File: src/sv/shb_pkg.sv
// ============================================================================
// shb_pkg - shared types and constants for the string hash bucket block
// Hash width, multiplier, reset bucket count, controller state and command
// struct used by the controller and the datapath.
// ============================================================================
package shb_pkg;

	// Width of the running hash (16 to 64)
	localparam int HASH_BITS = 32;
	// Width of the division step counter
	localparam int CNT_W = (HASH_BITS > 1) ? $clog2(HASH_BITS) : 1;

	localparam int BYTE_W  = 8;
	localparam int BUCK_W  = 16;
	localparam int RAW_W   = 32;
	localparam int TDATA_W = RAW_W + BUCK_W;

	// Reset value of the bucket count register
	localparam logic [BUCK_W-1:0] NHASH = 16'd127;

	typedef logic [HASH_BITS-1:0] hash_t;

	typedef enum logic [1:0] {
		ST_IDLE,
		ST_DIV,
		ST_OUT
	} state_t;

	// Controller to datapath commands
	typedef struct packed {
		logic accum;    // transfer of a byte that is not the last one
		logic load;     // transfer of a last byte: close hash, start modulo
		logic step;     // advance the modulo by one bit
	} ctl_cmd_t;

	// Low 32 bits of the hash, zero-extended where the hash is narrower
	function automatic logic [RAW_W-1:0] raw_of(hash_t h);
		logic [63:0] w;
		w = 64'(h);
		return w[RAW_W-1:0];
	endfunction

	// One multiply-by-31 and add step: 31*h = 32*h - h
	function automatic hash_t hash_step(hash_t h, logic [BYTE_W-1:0] b);
		return HASH_BITS'((h << 5) - h + HASH_BITS'(b));
	endfunction

endpackage

File: src/sv/shb_ctrl.sv
// ============================================================================
// shb_ctrl - controller for the string hash bucket block
// Sequences string closure, the bit-serial modulo and the result transfer,
// and drives the stream handshakes.
// ============================================================================
module shb_ctrl (
	input  logic             clk,
	input  logic             arst_n,
	input  logic             s_tvalid,
	input  logic             s_tlast,
	output logic             s_tready,
	output logic             m_tvalid,
	input  logic             m_tready,
	output shb_pkg::ctl_cmd_t cmd
);

	shb_pkg::state_t state_q, state_d;
	logic [shb_pkg::CNT_W-1:0] cnt_q;
	logic fire_s;

	// Accept plain bytes at any time, a last byte only in idle, once the modulo is done and the result has left
	always_comb begin
		s_tready = !s_tlast || (state_q == shb_pkg::ST_IDLE);
		fire_s   = s_tvalid && s_tready;
	end

	// Next state
	always_comb begin
		state_d = state_q;
		unique case (state_q)
			shb_pkg::ST_IDLE: begin
				if (fire_s && s_tlast) state_d = shb_pkg::ST_DIV;
			end
			shb_pkg::ST_DIV: begin
				if (cnt_q == '0) state_d = shb_pkg::ST_OUT;
			end
			shb_pkg::ST_OUT: begin
				if (m_tready) state_d = shb_pkg::ST_IDLE;
			end
			default: state_d = shb_pkg::ST_IDLE;
		endcase
	end

	// Outputs and datapath commands
	always_comb begin
		m_tvalid  = 1'b0;
		cmd.accum = fire_s && !s_tlast;
		cmd.load  = 1'b0;
		cmd.step  = 1'b0;
		unique case (state_q)
			shb_pkg::ST_IDLE: cmd.load = fire_s && s_tlast;
			shb_pkg::ST_DIV:  cmd.step = 1'b1;
			shb_pkg::ST_OUT:  m_tvalid = 1'b1;
			default: ;
		endcase
	end

	// State register
	always_ff @(posedge clk or negedge arst_n) begin
		if (!arst_n) begin
			state_q <= shb_pkg::ST_IDLE;
		end else begin
			state_q <= state_d;
		end
	end

	// Division step counter: one step per hash bit
	always_ff @(posedge clk or negedge arst_n) begin
		if (!arst_n) begin
			cnt_q <= '0;
		end else if (cmd.load) begin
			cnt_q <= shb_pkg::CNT_W'(shb_pkg::HASH_BITS - 1);
		end else if (cmd.step && cnt_q != '0) begin
			cnt_q <= cnt_q - 1'b1;
		end
	end

endmodule

File: src/sv/shb_dpath.sv
// ============================================================================
// shb_dpath - datapath for the string hash bucket block
// Running hash accumulator, bucket count register and a restoring
// remainder unit that takes one hash bit per cycle.
// ============================================================================
module shb_dpath (
	input  logic                              clk,
	input  logic                              arst_n,
	input  shb_pkg::ctl_cmd_t                 cmd,
	input  logic [shb_pkg::BYTE_W-1:0]        byte_value,
	input  logic                              byte_valid,
	input  logic                              cfg_we,
	input  logic [shb_pkg::BUCK_W-1:0]        cfg_wdata,
	output logic [shb_pkg::TDATA_W-1:0]       result
);

	shb_pkg::hash_t hash_q, hash_next;
	shb_pkg::hash_t dvd_q;
	logic [shb_pkg::BUCK_W-1:0] bcount_q;
	logic [shb_pkg::BUCK_W-1:0] dsr_q;
	logic [shb_pkg::BUCK_W-1:0] rem_q;
	logic [shb_pkg::RAW_W-1:0]  raw_q;
	logic [shb_pkg::BUCK_W:0]   rem_sh;
	logic [shb_pkg::BUCK_W-1:0] bucket;

	// Fold in the byte if it belongs to the string
	always_comb begin
		hash_next = byte_valid ? shb_pkg::hash_step(hash_q, byte_value) : hash_q;
	end

	// Accumulate; clear on the last byte
	always_ff @(posedge clk or negedge arst_n) begin
		if (!arst_n) begin
			hash_q <= '0;
		end else if (cmd.load) begin
			hash_q <= '0;
		end else if (cmd.accum) begin
			hash_q <= hash_next;
		end
	end

	// Bucket count register
	always_ff @(posedge clk or negedge arst_n) begin
		if (!arst_n) begin
			bcount_q <= shb_pkg::NHASH;
		end else if (cfg_we) begin
			bcount_q <= cfg_wdata;
		end
	end

	// Shift in the next dividend bit
	always_comb begin
		rem_sh = {rem_q, dvd_q[shb_pkg::HASH_BITS-1]};
	end

	// Restoring remainder: compare and subtract once per cycle
	always_ff @(posedge clk) begin
		if (cmd.load) begin
			dvd_q <= hash_next;
			dsr_q <= bcount_q;
			rem_q <= '0;
			raw_q <= shb_pkg::raw_of(hash_next);
		end else if (cmd.step) begin
			dvd_q <= dvd_q << 1;
			if (rem_sh >= {1'b0, dsr_q}) begin
				rem_q <= shb_pkg::BUCK_W'(rem_sh - {1'b0, dsr_q});
			end else begin
				rem_q <= rem_sh[shb_pkg::BUCK_W-1:0];
			end
		end
	end

	// A zero bucket count gives bucket zero
	always_comb begin
		bucket = (dsr_q == '0) ? '0 : rem_q;
		result = {bucket, raw_q};
	end

endmodule

File: src/sv/string_hash_bucket.sv
// ============================================================================
// string_hash_bucket - multiplicative string hash with bucket index
// Hashes a string one byte per transfer (hash = 31*hash + byte) and gives
// the hash and the hash modulo a configurable bucket count per string.
// ============================================================================
// Bytes are taken one per cycle, but for a last byte while a result is pending.
// After its last byte is taken, the bit-serial remainder unit works through
// the hash (one hash bit per cycle); then the result is offered, and it can
// transfer as soon as it is offered. Bytes of the next string are taken
// meanwhile; its last byte waits until the result leaves.
// Reset (arst_n low, asynchronous) clears the hash and sets bucket count 127.
module string_hash_bucket (
	input  logic        clk,
	input  logic        arst_n,
	// Input stream
	input  logic        s_tvalid,
	output logic        s_tready,
	input  logic [7:0]  s_tdata,   // [7:0] byte_value
	input  logic        s_tuser,   // [0] byte_valid
	input  logic        s_tlast,   // last_byte
	// Result stream
	output logic        m_tvalid,
	input  logic        m_tready,
	output logic [47:0] m_tdata,   // [31:0] raw_hash, [47:32] bucket_index
	// Bucket count register
	input  logic        cfg_we,
	input  logic [15:0] cfg_wdata
);

	shb_pkg::ctl_cmd_t cmd;

	shb_ctrl u_ctrl (
		.clk      (clk),
		.arst_n   (arst_n),
		.s_tvalid (s_tvalid),
		.s_tlast  (s_tlast),
		.s_tready (s_tready),
		.m_tvalid (m_tvalid),
		.m_tready (m_tready),
		.cmd      (cmd)
	);

	shb_dpath u_dpath (
		.clk        (clk),
		.arst_n     (arst_n),
		.cmd        (cmd),
		.byte_value (s_tdata),
		.byte_valid (s_tuser),
		.cfg_we     (cfg_we),
		.cfg_wdata  (cfg_wdata),
		.result     (m_tdata)
	);

endmodule

File: config.mk
export PLATFORM = sky130hd
export DESIGN_NAME = string_hash_bucket
export DESIGN_NICKNAME = d
export VERILOG_FILES = /design/src/sv/shb_pkg.sv /design/src/sv/shb_ctrl.sv /design/src/sv/shb_dpath.sv /design/src/sv/string_hash_bucket.sv
export SDC_FILE = /design/constraint.sdc
export NUM_CORES = 1
export LEC_CHECK = 0
export ABC_AREA = 1
export BUFFER_PORTS_ARGS = -buffer_cell sky130_fd_sc_hd__buf_4
export CAP_MARGIN = 20
export CELL_PAD_IN_SITES_DETAIL_PLACEMENT = 0
export CELL_PAD_IN_SITES_GLOBAL_PLACEMENT = 1
export CORE_ASPECT_RATIO = 0.75
export CORE_MARGIN = 2
export CORE_UTILIZATION = 33
export DETAILED_ROUTE_END_ITERATION = 12
export GPL_TIMING_DRIVEN = 0
export HOLD_SLACK_MARGIN = 0.03
export PLACE_DENSITY = 0.64
export SLEW_MARGIN = 20
export SYNTH_ARGS = -nofsm -noshare
export SYNTH_HDL_FRONTEND = slang
export SYNTH_SLANG_ARGS = --single-unit
File: constraint.sdc
create_clock -name clk -period 2.6 [get_ports clk]
set_clock_uncertainty 0.05 [all_clocks]
set_input_delay 0.65 -clock clk [delete_from_list [all_inputs] [get_ports clk]]
set_output_delay 0.65 -clock clk [all_outputs]
set_load 0.01 [all_outputs]
==> impl_results.md, run 1 <==
* Total grt overflow at 0
* Antenna violations before repair at 0
* R2R Setup Slk at -0.08 ns
* Post-synth top flop: edfxtp_1
* Die W at 204.4 um
* Type of the tightest min-delay check: in -> async
* Outcome: complete, but fails checks
* Post-route insts no fill at 1,824
* Rel. slew slack at 38.34%
* RSZ-0062 raised after global routing: yes
* GRT Overall Usage at 19.21%
* CP max FO at 4
* Clk_lat worst skew at 0.43 ns
* Worst-path clk slew at 0.07 ns
* Most common cell in the netlist: nand2_1
* Yosys cell types at 43
* Root Driver: clkbuf_16
* Setup WS post-layout at -0.07720 ns
* Core Footprint at 0.02994 mm^2
* Worst Path Required at 2.74 ns
* Synthesized area at 0.009942 mm^2
* CTS Sinks at 151
* Die Y at 154.3 um
* Row cnt at 55
* IO Pins at 81
* Setup TNS at -1.567 ns
* Synth Register Bits at 151
* CP Launch Type: flop
* CP Class: reg -> reg
* Post-synth EDFFs at 80
* Crit path arrival time at 2.82 ns
* Slew Viols, Final at 0
* Period utilization at 103.0%
* CTS HTree Levels at 4
* Residual DRC at 0
* Top-area cell type share of the netlist area at 24.16%
* Worst slew pin tran at 0.9250 ns
* Leading area contributor after synthesis: edfxtp_1
* Syn Inst Count at 1,288
* Largest net degree at the start of global routing at 58
* CTS tree: done
* GPL Wtd Cong at 0.8668
* RR Startpoint: u_dpath.hash_q[7]
* Pre-antenna DRT Iters at 4
* IO Port Bufs at 78
* Fin. Hold Viols at 0
* Die Footprint at 0.03155 mm^2
* Initial Util at 33.21%
* Average wire per standard cell at 16.36 um
* Async S/R FF share, synth at 36.42%
* CTS Buf Count at 17
* Placed cells at 1,765
* Top cells by area, synth: edfxtp_1 24%, nand2_1 15%, dfrtp_1 12%
* Period minus WS final at 2.677 ns
* Initial DRC count at 469
* DRT antenna net count at 0
* N_diodes at 0
* Top cells by count, synth: 409 x nand2_1, 216 x inv_1, 112 x nand3_1
* Post-DP HPWL at 22.76 mm
* Final setup viols at 39
* Vias/cell at 4.730
* Syn nets at 1,400
* Vias in the first global route at 8,265
* Mean Syn Cell Area at 7.719 um^2
* Nets at 1,524
* Fmax at 373.5 MHz
* DR vias at 8,627
* Reg2Reg Depth at 11
* MaxCap Viol Count at 0
* Total Wirelength at 29.84 mm
* Yosys Warn Count at 0
* Bufs on Longest Clock Path at 2
* Share of post-route cells with drive strength above 1 at 32.42%
* Nature of the critical path endpoint: flop
* Area Overhead vs Synth at 33.20%
* Cts hold-fix bufs at 0
* Failing checks: setup timing
* Seq/Total Area, Yosys at 41.32%
* First-pass GRT wire length at 46.44 mm
* Reg-to-Reg End: u_dpath.raw_q[26]
-- stage by stage --
step | setup WS, ns | cell area, um^2 | hold slack (ns) | utilization (%)
global route | -0.1706 | 13240 | 0.3078 | 44.24
CTS | -0.09827 | 12450 | 0.2676 | 41.59
finish | -0.07720 | 13240 | 0.2583 | 44.24
detailed placement | -0.6132 | 11160 | 0.3807 | 37.29
floorplan | -0.02456 | 10070 | 0.3044 | -
global placement | -0.6161 | 11160 | 0.3758 | 37.28
-- what timing repair did --
action | 4_1_cts | 5_1_grt
cloned | 1 | 0
buffers inserted | 15 | 11
pin swaps | 58 | 77
endpoints found under the setup margin | 84 | 125
resized for setup | 177 | 168
-- layout by cell type, fill, tap and decap left out, types with 5 or more instances in the layout --
cell        synthesis  final
a21oi_2             0     10
clkbuf_1           21     20
nand2_4             2     27
nand3_1           112     62
ha_4                0     15
nand2_2             4     55
xor2_1              5      5
xnor2_1            19      9
dfrtp_1            48     41
o22ai_1             7      7
nor2_4              2     22
a21oi_1            38     24
xnor2_2             0      6
and2_4              0     12
nand3_2             6     47
nand2_1           409    331
ha_2                0     10
dfstp_2             7      7
buf_6               3     19
o21ai_0            45     34
inv_2               7     30
nand3_4             0      9
edfxtp_1           80     80
nor2_2              1     14
dfrtp_2             0      7
mux2_2             16     16
o21ai_1             9     13
clkbuf_16           0     17
o21ai_2             4     10
dfxtp_1            16     16
inv_1             216    190
clkinvlp_4          0      6
nand4_1             6      6
ha_1               76     51
buf_4               0     89
nor2_1             74     41
-- sequential cells by signal, summed over array words and instances (netlist names) --
register,count
u_ctrl.cnt_q,5
u_ctrl.state_q,2
u_dpath.bcount_q,16
u_dpath.dsr_q,16
u_dpath.dvd_q,32
u_dpath.hash_q,32
u_dpath.raw_q,32
u_dpath.rem_q,16
-- worst max-delay path, stage by stage, from the launching register on --
cell and delay, ns:
dfrtp_2 0.45, fa_2 0.54, inv_2 0.04, ha_4 0.33, nand2_8 0.09, nor2_4 0.12, nand3_2 0.11, nand3_4 0.15
nand2_4 0.06, nand3_1 0.09, nand3_2 0.15, and2_4 0.24
-- per-layer routing --
metal	track usage [%]	wire [um]	vias up
li1	-	-	4371
met1	30.70	16560	4087
met2	26.78	12040	152
met3	2.823	1010	17
met4	4.175	227	0
met5	0	0	-
-- kinds of logic (layout without fill, tap and decap cells) --
family,after synthesis,after routing,share of synthesized area [%]
simple gates,643,643,27.46
buf+inv,251,388,9.904
flops,151,151,41.32
compound gates,122,122,6.821
fa+ha+maj,81,81,10.57
xor+xnor,24,24,2.114
mux,16,16,1.812
-- cell type report --
cell class	instances	area, um^2
Clock buffer	17	425.4
Timing Repair Buffer	105	854.6
Clock inverter	15	131.4
Fill cell	3026	16690
Multi-Input combinational cell	886	6206
Buffer	28	160.2
Inverter	223	849.6
Sequential cell	151	4116
Tap cell	399	499.2
-- how the worst max path moves through the flow --
stage                              to               from
floorplan           u_dpath.raw_q[23]         s_tdata[6]
global placement    u_dpath.raw_q[24]         s_tdata[5]
detailed placement  u_dpath.raw_q[24]         s_tdata[6]
CTS                 u_dpath.raw_q[30]  u_dpath.hash_q[7]
global route        u_dpath.dvd_q[29]  u_dpath.hash_q[7]
finish              u_dpath.raw_q[26]  u_dpath.hash_q[7]
Power of run 1 is left out: the tool's default activity adds up to more than one toggle a clock period on the data nets, which glitch-free logic cannot reach.
==> run 2: changes to the inputs <==
Settings changed: SETUP_SLACK_MARGIN set to 0.4.
==> run 2 against run 1 <==
  * The flow still finishes with violations (setup timing)
  * Count of clock-buffer cells in the layout increased by 7
  * Final area increased by 9.3%
  * Worst setup slack got worse by 0.0090 ns
  * Utilization increased by 4.1 points
  * Fmax decreased by 0.34%
  * Hold slack got worse by 0.018 ns
  * Non-clock buffer count increased by 48
  * Die area unchanged
  * First-iteration DRC count increased by 3.8%
  * Critical path depth increased by 3
  * Via count increased by 3.2%
==> impl_results.md, run 2 (same netlist as run 1, synthesis figures left out) <==
* Outcome: complete, but fails checks
* Failing checks: setup timing
* GRT Overall Usage at 19.26% (+0.052 points)
* Die Y at 154.3 um (unchanged)
* Rel. slew slack at 31.61% (-6.7 points)
* CTS HTree Levels at 4 (unchanged)
* Initial DRC count at 487 (+3.8%)
* Average wire per standard cell at 16.52 um (+0.99%)
* Worst slew pin tran at 1.026 ns (+0.1009 ns)
* Initial Util at 33.21% (unchanged)
* Most frequent CP cell: nand2_4
* Total Wirelength at 30.93 mm (+3.6%)
* DRT antenna net count at 0 (unchanged)
* CP Launch Point: u_dpath.hash_q[6]
* Crit-path leading delay family: simple AND/OR/NAND/NOR gates
* Die W at 204.4 um (unchanged)
* Nature of the critical path endpoint: flop
* Residual DRC at 0 (unchanged)
* Fmax at 372.3 MHz (-0.34%)
* Top Registers: u_dpath.dvd_q x32, u_dpath.hash_q x32, u_dpath.raw_q x32
* Post-DP HPWL at 22.78 mm (+0.11%)
* CTS tree: done
* CP max FO at 4 (unchanged)
* RSZ-0062 raised after global routing: yes
* Setup WS post-layout at -0.08623 ns (-0.009028 ns)
* Reg2Reg Depth at 14 (+3)
* IO Port Bufs at 78 (unchanged)
* Type of the tightest min-delay check: in -> async
* Max stage delay cell, worst path: fa_1
* IO Pins at 81 (unchanged)
* Fin. Hold Viols at 0 (unchanged)
* Core Footprint at 0.02994 mm^2 (unchanged)
* Worst-path clk slew at 0.06 ns (about the same)
* CP max stage delay at 0.50 ns (-0.04 ns)
* Row cnt at 55 (unchanged)
* Vias/cell at 4.755 (+0.53%)
* CP cell instances: fa_1 > inv_2 > ha_4 > nand2_2 > nand2_4 > a21oi_2 > nand2_4 > nand2_4 > nand2_4 > nand2_4 > nand2_2 > nand2_2 > nand3_4 > and2_4
* Final setup viols at 36 (-7.7%)
* Die Footprint at 0.03155 mm^2 (unchanged)
* Largest net degree at the start of global routing at 58 (unchanged)
* Period minus WS final at 2.686 ns (+0.009028 ns)
* Share of post-route cells with drive strength above 1 at 41.28% (+8.9 points)
* Root Driver: clkbuf_16
* Worst Path Required at 2.74 ns (about the same)
* Reg-to-Reg End: u_dpath.raw_q[25]
* Buf/Inv on CP at 1 (unchanged)
* GPL Wtd Cong at 0.8663 (about the same)
* Commonest non-fill, non-tap cells in the layout: 304 x nand2_1, 184 x inv_1, 114 x buf_4, 80 x edfxtp_1, 68 x nand2_2
* Antenna violations before repair at 0 (unchanged)
* CP Depth at 14 (+3)
* Crit path arrival time at 2.82 ns (about the same)
* R2R Setup Slk at -0.09 ns (about the same)
* Nets at 1,572 (+3.1%)
* First-pass GRT wire length at 46.44 mm (about the same)
* CTS Sinks at 151 (unchanged)
* Total grt overflow at 0 (unchanged)
* RR Startpoint: u_dpath.hash_q[6]
* CP Launch Type: flop
* MaxCap Viol Count at 0 (unchanged)
* N_diodes at 0 (unchanged)
* Fill count at 2,921 (-3.5%)
* Pre-antenna DRT Iters at 5 (+1)
* Bufs on Longest Clock Path at 2 (unchanged)
* Area Overhead vs Synth at 45.58%
* Vias in the first global route at 8,223 (-0.51%)
* Period utilization at 103.3% (+0.35 points)
* CP Class: reg -> reg
* DR vias at 8,901 (+3.2%)
* Cts hold-fix bufs at 0 (unchanged)
* Clk_lat worst skew at 0.43 ns (about the same)
* Hold WS at 0.2401 ns (-0.01827 ns)
* Most common cell after layout, fill and taps aside: nand2_1
* Slew Viols, Final at 0 (unchanged)
* Worst Setup EP: u_dpath.raw_q[25]
* CTS Buf Count at 17 (unchanged)
==> run 2: area by class of cell <==
class	instances	area [um^2]	share of cell area, %
inverters	223	864.6	5.973
plain buffers	28	173.9	1.202
clock buffers	24	493.0	3.406
clock inverters	8	72.57	0.5014
flip-flops and latches	151	4119	28.46
well taps	399	499.2	3.449
multi-input cells	886	6913	47.76
repair buffers	153	1339	9.250
==> run 2: metrics by stage <==
step	TNS, ns	cells	utilization [%]	setup WS, ns	area [um^2]
6_report	-1.090	1872	48.35	-0.08623	14470
5_1_grt	-7.659	1872	48.35	-0.1941	14470
4_1_cts	-1.030	1831	43.34	-0.08215	12970
3_5_place_dp	-37.60	1765	37.55	-0.5874	11240
3_3_place_gp	-35.78	1765	37.55	-0.5935	11240
2_1_floorplan	-0.07897	1288	-	-0.02448	10160
==> run 2: how the worst min path moves through the flow <==
stage / from / endpoint / cells after the start
2_1_floorplan: arst_n / u_ctrl.cnt_q[0] / 0
3_3_place_gp: u_dpath.bcount_q[15] / u_dpath.dsr_q[15] / 0
6_report: arst_n / u_dpath.hash_q[3] / 1
4_1_cts: arst_n / u_dpath.hash_q[3] / 1
5_1_grt: arst_n / u_dpath.hash_q[3] / 1
3_5_place_dp: u_dpath.bcount_q[15] / u_dpath.dsr_q[15] / 0
==> run 2: worst reg2reg max path, cell delays in order, from the launching register on <==
cell and delay [ns]:
dfrtp_2 0.44, fa_1 0.50, inv_2 0.05, ha_4 0.28, nand2_2 0.09, nand2_4 0.07
a21oi_2 0.18, nand2_4 0.09, nand2_4 0.07, nand2_4 0.07, nand2_4 0.10, nand2_2 0.06
nand2_2 0.08, nand3_4 0.10, and2_4 0.21
==> run 2: what timing repair did <==
item / CTS / global route
gates cloned: 1 / 1
endpoints found under the setup margin: 197 / 199
pin swaps: 63 / 121
gates resized for setup: 227 / 272
buffers inserted: 33 / 40
==> run 2: per-layer routing <==
| layer | vias up | track usage, % | part of all wire [%] |
|---|---|---|---|
| met5 | - | 0 | 0 |
| met2 | 168 | 27.20 | 42 |
| met3 | 16 | 3.139 | 3.8 |
| li1 | 4466 | - | - |
| met4 | 0 | 3.692 | 0.65 |
| met1 | 4251 | 30.48 | 53 |
Power of run 2 is left out for the same reason.
